<file path="src/rtl/assert_macros.svh">
// Assertion macros used by the allocator RTL
`ifndef ASSERT_MACROS_SVH
`define ASSERT_MACROS_SVH

// Clocked check, off while reset is asserted
`define FPA_ASSERT(lbl, prop, msg) \
  lbl: assert property (@(posedge clk) disable iff (!rst_n) prop) else $error(msg);

// Clocked check that also holds during reset
`define FPA_ASSERT_ALWAYS(lbl, prop, msg) \
  lbl: assert property (@(posedge clk) prop) else $error(msg);

`endif

</file>
<file path="src/rtl/fpa_pkg.sv">
// Types and constants of the fit partition allocator
package fpa_pkg;

  typedef logic [0:0] cfg_idx_t;

  localparam cfg_idx_t CFG_FIT_MODE = 1'd0;
  localparam cfg_idx_t CFG_PARTS    = 1'd1;

  localparam logic [1:0] FIT_FIRST = 2'd0;
  localparam logic [1:0] FIT_BEST  = 2'd1;
  localparam logic [1:0] FIT_WORST = 2'd2;

  localparam logic KIND_LOAD    = 1'b0;
  localparam logic KIND_REQUEST = 1'b1;

  localparam logic [4:0] PARTS_RESET = 5'd16;

  typedef enum logic [1:0] {
    S_IDLE,
    S_SCAN,
    S_DONE
  } state_t;

endpackage

</file>
<file path="src/rtl/fpa_in_if.sv">
// Input channel: load and request words
interface fpa_in_if;
  logic        valid;
  logic        ready;
  logic        kind;
  logic [3:0]  load_index;
  logic [15:0] load_size;
  logic [15:0] request_size;

  modport source (output valid, kind, load_index, load_size, request_size, input ready);
  modport sink   (input valid, kind, load_index, load_size, request_size, output ready);
endinterface

</file>
<file path="src/rtl/fpa_out_if.sv">
// Result channel: grant words
interface fpa_out_if;
  logic        valid;
  logic        ready;
  logic        granted;
  logic [3:0]  grant_index;
  logic [15:0] grant_size;

  modport source (output valid, granted, grant_index, grant_size, input ready);
  modport sink   (input valid, granted, grant_index, grant_size, output ready);
endinterface

</file>
<file path="src/rtl/fit_partition_allocator.sv">
// Fixed partition allocator with first, best and worst fit placement
//
//   channel  dir  handshake      payload
//   in_ch    in   valid/ready    kind, load_index, load_size, request_size
//   out_ch   out  valid/ready    granted, grant_index, grant_size
//   cfg      in   cfg_we only    cfg_index, cfg_wdata
//
// A load word is written when it is accepted. A request scans n entries, n being the
// scan length min(partitions_in_use, PARTITIONS): one memory read per entry.
// Reset clears the per-entry valid bits, so every partition reads as free and zero size.
// A finished result sits in the output register; the next word is accepted
// meanwhile, and a request waits at its end until that register frees.
`include "assert_macros.svh"

module fit_partition_allocator #(
  parameter int PARTITIONS = 16,
  parameter int SIZE_BITS  = 16
) (
  input  logic              clk,
  input  logic              rst_n,
  fpa_in_if.sink            in_ch,
  fpa_out_if.source         out_ch,
  input  logic              cfg_we,
  input  fpa_pkg::cfg_idx_t cfg_index,
  input  logic [4:0]        cfg_wdata
);
  import fpa_pkg::*;

  localparam int IW  = (PARTITIONS > 1) ? $clog2(PARTITIONS) : 1;
  localparam int CNW = $clog2(PARTITIONS + 1);
  localparam int CW  = (SIZE_BITS > 16) ? SIZE_BITS : 16;

  // configuration
  logic [1:0] fit_mode_r;
  logic [4:0] parts_r;

  always_ff @(posedge clk) begin
    if (!rst_n) begin
      fit_mode_r <= FIT_FIRST;
      parts_r    <= PARTS_RESET;
    end else if (cfg_we) begin
      unique case (cfg_index)
        CFG_FIT_MODE: fit_mode_r <= cfg_wdata[1:0];
        CFG_PARTS:    parts_r    <= cfg_wdata;
        default: ;
      endcase
    end
  end

  // partition memory: {allocated mark, size}
  logic [SIZE_BITS:0] mem [PARTITIONS];
  logic               vld_r [PARTITIONS];
  logic               mem_we;
  logic [IW-1:0]      mem_waddr;
  logic [SIZE_BITS:0] mem_wdata;
  logic [IW-1:0]      rd_addr;
  logic [SIZE_BITS:0] rd_data_r;
  logic               rd_vld_r;

  always_ff @(posedge clk) begin
    if (mem_we) begin
      mem[mem_waddr] <= mem_wdata;
    end
    rd_data_r <= mem[rd_addr];
  end

  always_ff @(posedge clk) begin
    if (!rst_n) begin
      for (int i = 0; i < PARTITIONS; i++) begin
        vld_r[i] <= 1'b0;
      end
      rd_vld_r <= 1'b0;
    end else begin
      if (mem_we) begin
        vld_r[mem_waddr] <= 1'b1;
      end
      rd_vld_r <= vld_r[rd_addr];
    end
  end

  // scan state
  state_t                state_r, state_nxt;
  logic [IW-1:0]         cnt_r;
  logic [CNW-1:0]        n_r;
  logic [15:0]           req_r;
  logic                  found_r;
  logic [IW-1:0]         pick_idx_r;
  logic [SIZE_BITS-1:0]  pick_size_r;
  logic                  out_valid_r;
  logic                  out_granted_r;
  logic [3:0]            out_index_r;
  logic [15:0]           out_size_r;

  logic                  in_acc;
  logic                  is_load_ok;
  logic                  last;
  logic                  out_free;
  logic [SIZE_BITS-1:0]  e_size;
  logic                  e_mark;
  logic                  fits;
  logic                  take;
  logic [CNW-1:0]        n_new;

  assign in_acc     = in_ch.valid && in_ch.ready;
  assign is_load_ok = (32'(in_ch.load_index) < PARTITIONS);
  assign last       = (CNW'(cnt_r) + CNW'(1)) == n_r;
  assign out_free   = !out_valid_r || out_ch.ready;
  assign n_new      = (32'(parts_r) > PARTITIONS) ? CNW'(PARTITIONS) : CNW'(parts_r);

  assign e_size = rd_vld_r ? rd_data_r[SIZE_BITS-1:0] : '0;
  assign e_mark = rd_vld_r && rd_data_r[SIZE_BITS];
  assign fits   = !e_mark && (CW'(e_size) >= CW'(req_r));

  always_comb begin
    take = fits && !found_r;
    if (fits && found_r) begin
      if (fit_mode_r == FIT_BEST) begin
        take = e_size < pick_size_r;
      end else if (fit_mode_r == FIT_WORST) begin
        take = e_size > pick_size_r;
      end
    end
  end

  always_ff @(posedge clk) begin
    if (!rst_n) begin
      state_r <= S_IDLE;
    end else begin
      state_r <= state_nxt;
    end
  end

  always_comb begin
    state_nxt   = state_r;
    in_ch.ready = 1'b0;
    rd_addr     = '0;
    mem_we      = 1'b0;
    mem_waddr   = pick_idx_r;
    mem_wdata   = {1'b1, pick_size_r};
    unique case (state_r)
      S_IDLE: begin
        in_ch.ready = 1'b1;
        if (in_acc) begin
          if (in_ch.kind == KIND_LOAD) begin
            mem_we    = is_load_ok;
            mem_waddr = IW'(in_ch.load_index);
            mem_wdata = {1'b0, SIZE_BITS'(in_ch.load_size)};
          end else begin
            state_nxt = (n_new == '0) ? S_DONE : S_SCAN;
          end
        end
      end
      S_SCAN: begin
        if (last) begin
          state_nxt = S_DONE;
        end else begin
          rd_addr = cnt_r + IW'(1);
        end
      end
      S_DONE: begin
        if (out_free) begin
          mem_we    = found_r;
          state_nxt = S_IDLE;
        end
      end
      default: state_nxt = S_IDLE;
    endcase
  end

  // datapath of the scan
  always_ff @(posedge clk) begin
    unique case (state_r)
      S_IDLE: begin
        if (in_acc && in_ch.kind == KIND_REQUEST) begin
          req_r   <= in_ch.request_size;
          n_r     <= n_new;
          cnt_r   <= '0;
          found_r <= 1'b0;
        end
      end
      S_SCAN: begin
        cnt_r <= cnt_r + IW'(1);
        if (take) begin
          found_r     <= 1'b1;
          pick_idx_r  <= cnt_r;
          pick_size_r <= e_size;
        end
      end
      default: ;
    endcase
  end

  // result register
  always_ff @(posedge clk) begin
    if (!rst_n) begin
      out_valid_r <= 1'b0;
    end else if (state_r == S_DONE && out_free) begin
      out_valid_r <= 1'b1;
    end else if (out_ch.ready) begin
      out_valid_r <= 1'b0;
    end
  end

  always_ff @(posedge clk) begin
    if (state_r == S_DONE && out_free) begin
      out_granted_r <= found_r;
      out_index_r   <= found_r ? 4'(pick_idx_r) : 4'd0;
      out_size_r    <= found_r ? 16'(pick_size_r) : 16'd0;
    end
  end

  assign out_ch.valid       = out_valid_r;
  assign out_ch.granted     = out_granted_r;
  assign out_ch.grant_index = out_index_r;
  assign out_ch.grant_size  = out_size_r;

  `FPA_ASSERT(a_result_from_done, $rose(out_valid_r) |-> $past(state_r) == S_DONE, "result raised outside done")
  `FPA_ASSERT(a_scan_in_range, state_r == S_SCAN |-> (CNW'(cnt_r) < n_r), "scan index beyond limit")
  `FPA_ASSERT(a_grant_marks, (state_r == S_DONE && out_free && found_r) |=> vld_r[$past(pick_idx_r)], "granted entry not written back")
  `FPA_ASSERT(a_nogrant_zero, (out_valid_r && !out_granted_r) |-> (out_index_r == 4'd0 && out_size_r == 16'd0), "no-grant word not zero")
  `FPA_ASSERT_ALWAYS(a_reset_idle, !rst_n |=> (state_r == S_IDLE && !out_valid_r), "reset left block busy")

endmodule

</file>
<file path="src/flat_wrapper.sv">
// flat-port wrapper written by rule: the top's interface ports become plain ports
module fit_partition_allocator_flat import fpa_pkg::*;
#(
  parameter int PARTITIONS = 16,
  parameter int SIZE_BITS  = 16
)
  (clk, rst_n, cfg_we, cfg_index, cfg_wdata, in_ch_valid, in_ch_kind, in_ch_load_index, in_ch_load_size, in_ch_request_size, in_ch_ready, out_ch_valid, out_ch_granted, out_ch_grant_index, out_ch_grant_size, out_ch_ready);
  fpa_in_if in_ch_i ();
  fpa_out_if out_ch_i ();
  input  logic clk;
  input  logic rst_n;
  input  logic cfg_we;
  input  fpa_pkg::cfg_idx_t cfg_index;
  input  logic [4:0] cfg_wdata;
  input wire logic [$bits(in_ch_i.valid)-1:0] in_ch_valid;
  input wire logic [$bits(in_ch_i.kind)-1:0] in_ch_kind;
  input wire logic [$bits(in_ch_i.load_index)-1:0] in_ch_load_index;
  input wire logic [$bits(in_ch_i.load_size)-1:0] in_ch_load_size;
  input wire logic [$bits(in_ch_i.request_size)-1:0] in_ch_request_size;
  output wire logic [$bits(in_ch_i.ready)-1:0] in_ch_ready;
  output wire logic [$bits(out_ch_i.valid)-1:0] out_ch_valid;
  output wire logic [$bits(out_ch_i.granted)-1:0] out_ch_granted;
  output wire logic [$bits(out_ch_i.grant_index)-1:0] out_ch_grant_index;
  output wire logic [$bits(out_ch_i.grant_size)-1:0] out_ch_grant_size;
  input wire logic [$bits(out_ch_i.ready)-1:0] out_ch_ready;
  assign in_ch_i.valid = in_ch_valid;
  assign in_ch_i.kind = in_ch_kind;
  assign in_ch_i.load_index = in_ch_load_index;
  assign in_ch_i.load_size = in_ch_load_size;
  assign in_ch_i.request_size = in_ch_request_size;
  assign in_ch_ready = in_ch_i.ready;
  assign out_ch_valid = out_ch_i.valid;
  assign out_ch_granted = out_ch_i.granted;
  assign out_ch_grant_index = out_ch_i.grant_index;
  assign out_ch_grant_size = out_ch_i.grant_size;
  assign out_ch_i.ready = out_ch_ready;
  fit_partition_allocator #(.PARTITIONS(PARTITIONS), .SIZE_BITS(SIZE_BITS)) u_core (.clk(clk), .rst_n(rst_n), .in_ch(in_ch_i), .out_ch(out_ch_i), .cfg_we(cfg_we), .cfg_index(cfg_index), .cfg_wdata(cfg_wdata));
endmodule
</file>
<file path="config.mk">
export PLATFORM = sky130hd
export DESIGN_NAME = fit_partition_allocator_flat
export DESIGN_NICKNAME = d
export VERILOG_FILES = /design/src/rtl/fpa_pkg.sv /design/src/rtl/fpa_in_if.sv /design/src/rtl/fpa_out_if.sv /design/src/rtl/fit_partition_allocator.sv /design/src/flat_wrapper.sv
export VERILOG_INCLUDE_DIRS = /design/src /design/src/rtl
export SDC_FILE = /design/constraint.sdc
export NUM_CORES = 1
export LEC_CHECK = 0
export BUFFER_PORTS_ARGS = -buffer_cell sky130_fd_sc_hd__buf_2
export CAP_MARGIN = 30
export CELL_PAD_IN_SITES_DETAIL_PLACEMENT = 0
export CELL_PAD_IN_SITES_GLOBAL_PLACEMENT = 1
export CORE_ASPECT_RATIO = 1.25
export CORE_MARGIN = 1
export CORE_UTILIZATION = 25
export CTS_BUF_LIST = sky130_fd_sc_hd__clkbuf_2
export DETAILED_ROUTE_END_ITERATION = 10
export PLACE_DENSITY_LB_ADDON = 0.05
export REMOVE_ABC_BUFFERS = 1
export SYNTH_ARGS = -nofsm -noshare
export SYNTH_HDL_FRONTEND = slang
export SYNTH_SLANG_ARGS = --single-unit
</file>
<file path="constraint.sdc">
create_clock -name clk -period 4.4 [get_ports clk]
set_input_delay 0.22 -clock clk [delete_from_list [all_inputs] [get_ports clk]]
set_output_delay 0.22 -clock clk [all_outputs]
set_load 0.005 [all_outputs]
</file>
==> impl_metrics.env <==
export IMPL_status="finished clean"
export IMPL_power_per_cell_area_nw_per_um2=377.7
export IMPL_ys_types=66
export IMPL_min_to="u_core.vld_r[12]$_DFF_P_"
export IMPL_rows=103
export IMPL_hold_viol=0
export IMPL_regToRegStartpoint="u_core.state_r[1]$_SDFFE_PN0P_"
export IMPL_holdPathStages=3
export IMPL_clock_sinks=383
export IMPL_dp_cells=2115
export IMPL_cp_end_kind="register"
export IMPL_grt_max_degree=84
export IMPL_root_buffer="clkbuf_2"
export IMPL_stdcell_count=2406
export IMPL_ys_seq_area_share_pct=68.67
export IMPL_avgSynthCellArea_um2=13.24
export IMPL_drive_above_1_share_pct=21.99
export IMPL_die_area_um2=65460
export IMPL_p_sw_uw=2072
export IMPL_ioPinCount=71
export IMPL_crit_fanout=17
export IMPL_max_cap_violations=0
export IMPL_cts_buffers_inserted=103
export IMPL_num_vias=10960
export IMPL_ant_nets=0
export IMPL_fin_worst_skew_ps=48.72
export IMPL_async_flop_share_pct=0
export IMPL_swShare_pct=27.90
export IMPL_via_per_inst=4.554
export IMPL_dpl_hpwl_um=34150
export IMPL_p_leak_uw=0.007280
export IMPL_crit_required_ps=5110
export IMPL_tns_ps=0
export IMPL_clockBufferDepth=3
export IMPL_wire_per_inst_um=23.31
export IMPL_cts_hold_buffers_added=96
export IMPL_max_slew_margin_pct=39.36
export IMPL_insertion_delay_ps=1090
export IMPL_dr_pass1_iters=4
export IMPL_gp_congestion=0.7342
export IMPL_grt_pass1_wl_um=80990
export IMPL_hp_start="rst_n"
export IMPL_finalSetupViolCount=0
export IMPL_synth_area_leaders="edfxtp_1, dfxtp_1, nand2_1, ha_1, a21oi_1"
export IMPL_ys_ff_latch=383
export IMPL_period_needed_ps=3822
export IMPL_worst_path_dominant_cell_family="buffers and inverters"
export IMPL_max_freq_ghz=0.2617
export IMPL_reg2reg_slack_ps=580
export IMPL_die_x_um=229.0
export IMPL_synth_top_area_share_pct=63.20
export IMPL_worst_r2r_cell_count=10
export IMPL_min_path_type="primary input to register"
export IMPL_comb_power_share_pct=9.8
export IMPL_chipHeight_um=285.8
export IMPL_clk_pin_slew_ps=100
export IMPL_critPathBufInv=4
export IMPL_fin_nets=1555
export IMPL_cts_tree="built"
export IMPL_area_delta_synth_final_pct=22.08
export IMPL_internal_power_uw=5355
export IMPL_worstMarginPinSlew_ps=907.5
export IMPL_syn_area_um2=16110
export IMPL_yosys_area_top_type="edfxtp_1"
export IMPL_drt_iter0_markers=585
export IMPL_io_buffers=70
export IMPL_drt_wl_total_um=56080
export IMPL_power_share_sequential_pct=54.8
export IMPL_synthCells=1217
export IMPL_worstPathCellList="nor2_1 > nand2_1 > nor2_4 > dlygate4sd3_1 > inv_1 > nor2_1 > a21oi_1 > dlygate4sd3_1 > nor2_2 > buf_4"
export IMPL_cts_resized_gates=0
export IMPL_slew_violations=0
export IMPL_reg2reg_to="u_core.mem[12][13]$_DFFE_PP_"
export IMPL_initial_utilization_pct=25.40
export IMPL_fin_crit_sh_pct=86.85
export IMPL_worstSetupPathType="register to register"
export IMPL_p_clk_share_pct=35.4
export IMPL_drcViolationCount=0
export IMPL_antenna_found_initial=3
export IMPL_ys_flop_type="edfxtp_1"
export IMPL_cts_max_level=3
export IMPL_grt_setup_unrepaired="false"
export IMPL_yosysWarnings=0
export IMPL_max_vdd_ir_drop_uv=142.3
export IMPL_cts_setup_buffers=0
export IMPL_grt_overflow=0
export IMPL_fp_coreArea_um2=63410
export IMPL_grtUsageTotal_pct=17.34
export IMPL_synth_edf_count=339
export IMPL_grt_pass1_vias=11460
export IMPL_cp_slowest_cell="dlygate4sd3_1"
export IMPL_cp_start_kind="register"
export IMPL_critPathMaxStageDelay_ps=880
export IMPL_crit_arrival_ps=4530
==> power by group through the flow <==
| stage | logic, uW | registers [uW] | clock network, uW |
|---|---|---|---|
| floorplan | 347 | 4130 | 0 |
| global placement | 683 | 4160 | 0 |
| detailed placement | 686 | 4160 | 0 |
| CTS | 752 | 4070 | 2800 |
| global route | 797 | 4080 | 2970 |
| finish | 726 | 4070 | 2630 |
==> cell usage in the layout, fill, tap and decap left out, types with 14 or more instances in the layout <==
cell type / n
o21ai_0: 31
buf_2: 70
dlygate4sd3_1: 96
inv_1: 53
edfxtp_1: 339
o21ai_1: 25
and2_1: 39
mux2_2: 14
clkbuf_2: 157
nor2_2: 14
a211o_1: 14
o21a_1: 18
nand4_1: 18
a21oi_1: 52
nand3_1: 15
a211oi_1: 17
o211ai_1: 29
o221ai_1: 20
buf_4: 53
ha_1: 31
nor2_1: 36
clkinv_1: 27
nand2_1: 175
dfxtp_1: 44
==> worst min-delay path, cell delays in order <==
cell           delay, ps
dlygate4sd3_1        530
buf_2                290
o21a_1               170
==> flip-flops by register name, indices dropped and copies added, names as in the netlist, 5 cells and up <==
| register | cells |
|---|---|
| u_core.mem | 272 |
| u_core.rd_data_r | 17 |
| u_core.out_ch.grant_size | 16 |
| u_core.pick_size_r | 16 |
| u_core.req_r | 16 |
| u_core.vld_r | 16 |
| u_core.n_r | 5 |
| u_core.parts_r | 5 |
==> kinds of logic (layout without fill, tap and decap cells) <==
logic type	after synthesis	after routing	share of synthesized area, %
and+or+nand+nor	349	349	9.974
DFF	383	383	68.67
other	0	2	0
muxes	23	23	1.538
AOI/OAI and AO/OA	296	296	13.35
xor gates and xnor gates	9	9	0.5359
buffers and inverters	125	472	3.464
adders and majority gates	32	32	2.470
==> layer usage <==
metal | vias to the layer above | wire, um | GRT usage [%]
li1 | 5159 | - | -
met1 | 5408 | 24610 | 21.88
met4 | 0 | 1553 | 6.883
met2 | 294 | 27640 | 29.49
met5 | - | 0 | 0
met3 | 95 | 2270 | 2.861
==> synthesized netlist by cell type, types with 14 or more instances <==
library cell	n
nand4_1	18
a211o_1	14
nand2_1	175
ha_1	31
o21a_1	18
inv_1	53
and2_1	39
nand3_1	15
nor2_1	54
buf_2	27
o21ai_1	14
o221ai_1	20
edfxtp_1	339
a211oi_1	17
clkbuf_1	30
a21oi_1	52
mux2_2	14
o211ai_1	29
dfxtp_1	44
o21ai_0	42
==> area by class of cell <==
type,count,area (um2)
Clock inverter,36,200.2
Timing Repair Buffer,223,1780
Fill cell,6522,43740
Inverter,56,211.5
Sequential cell,383,11060
Tap cell,840,1051
Clock buffer,157,785.8
Multi-Input combinational cell,709,4569
Antenna cell,2,5.005
==> stage by stage <==
stage               worst slack, ps  total power [uW]  hold WS (ps)  utilization, %  area, um2
global placement              900.9              4843         400.0           27.88      17680
global route                  370.9              7844         118.7           31.01      19660
finish                        578.4              7427         196.6           31.01      19660
floorplan                     713.7              4478         291.8               -      15760
detailed placement            882.3              4842         399.4           27.93      17710
CTS                           501.6              7626         32.19           31.00      19660
==> how the worst max path moves through the flow <==
stage,from,to,slack (ps),cells after the start
global route,u_core.state_r[1]$_SDFFE_PN0P_,u_core.mem[12][7]$_DFFE_PP_,370,10
detailed placement,u_core.rd_vld_r$_SDFF_PN0_,u_core.pick_size_r[12]$_DFFE_PP_,880,10
floorplan,u_core.state_r[1]$_SDFFE_PN0P_,u_core.mem[4][0]$_DFFE_PP_,710,7
finish,u_core.state_r[1]$_SDFFE_PN0P_,u_core.mem[12][13]$_DFFE_PP_,580,10
CTS,u_core.state_r[1]$_SDFFE_PN0P_,u_core.mem[12][5]$_DFFE_PP_,500,10
global placement,u_core.rd_vld_r$_SDFF_PN0_,u_core.pick_size_r[12]$_DFFE_PP_,900,10
Note: power is estimated with default switching activity, not from simulation.
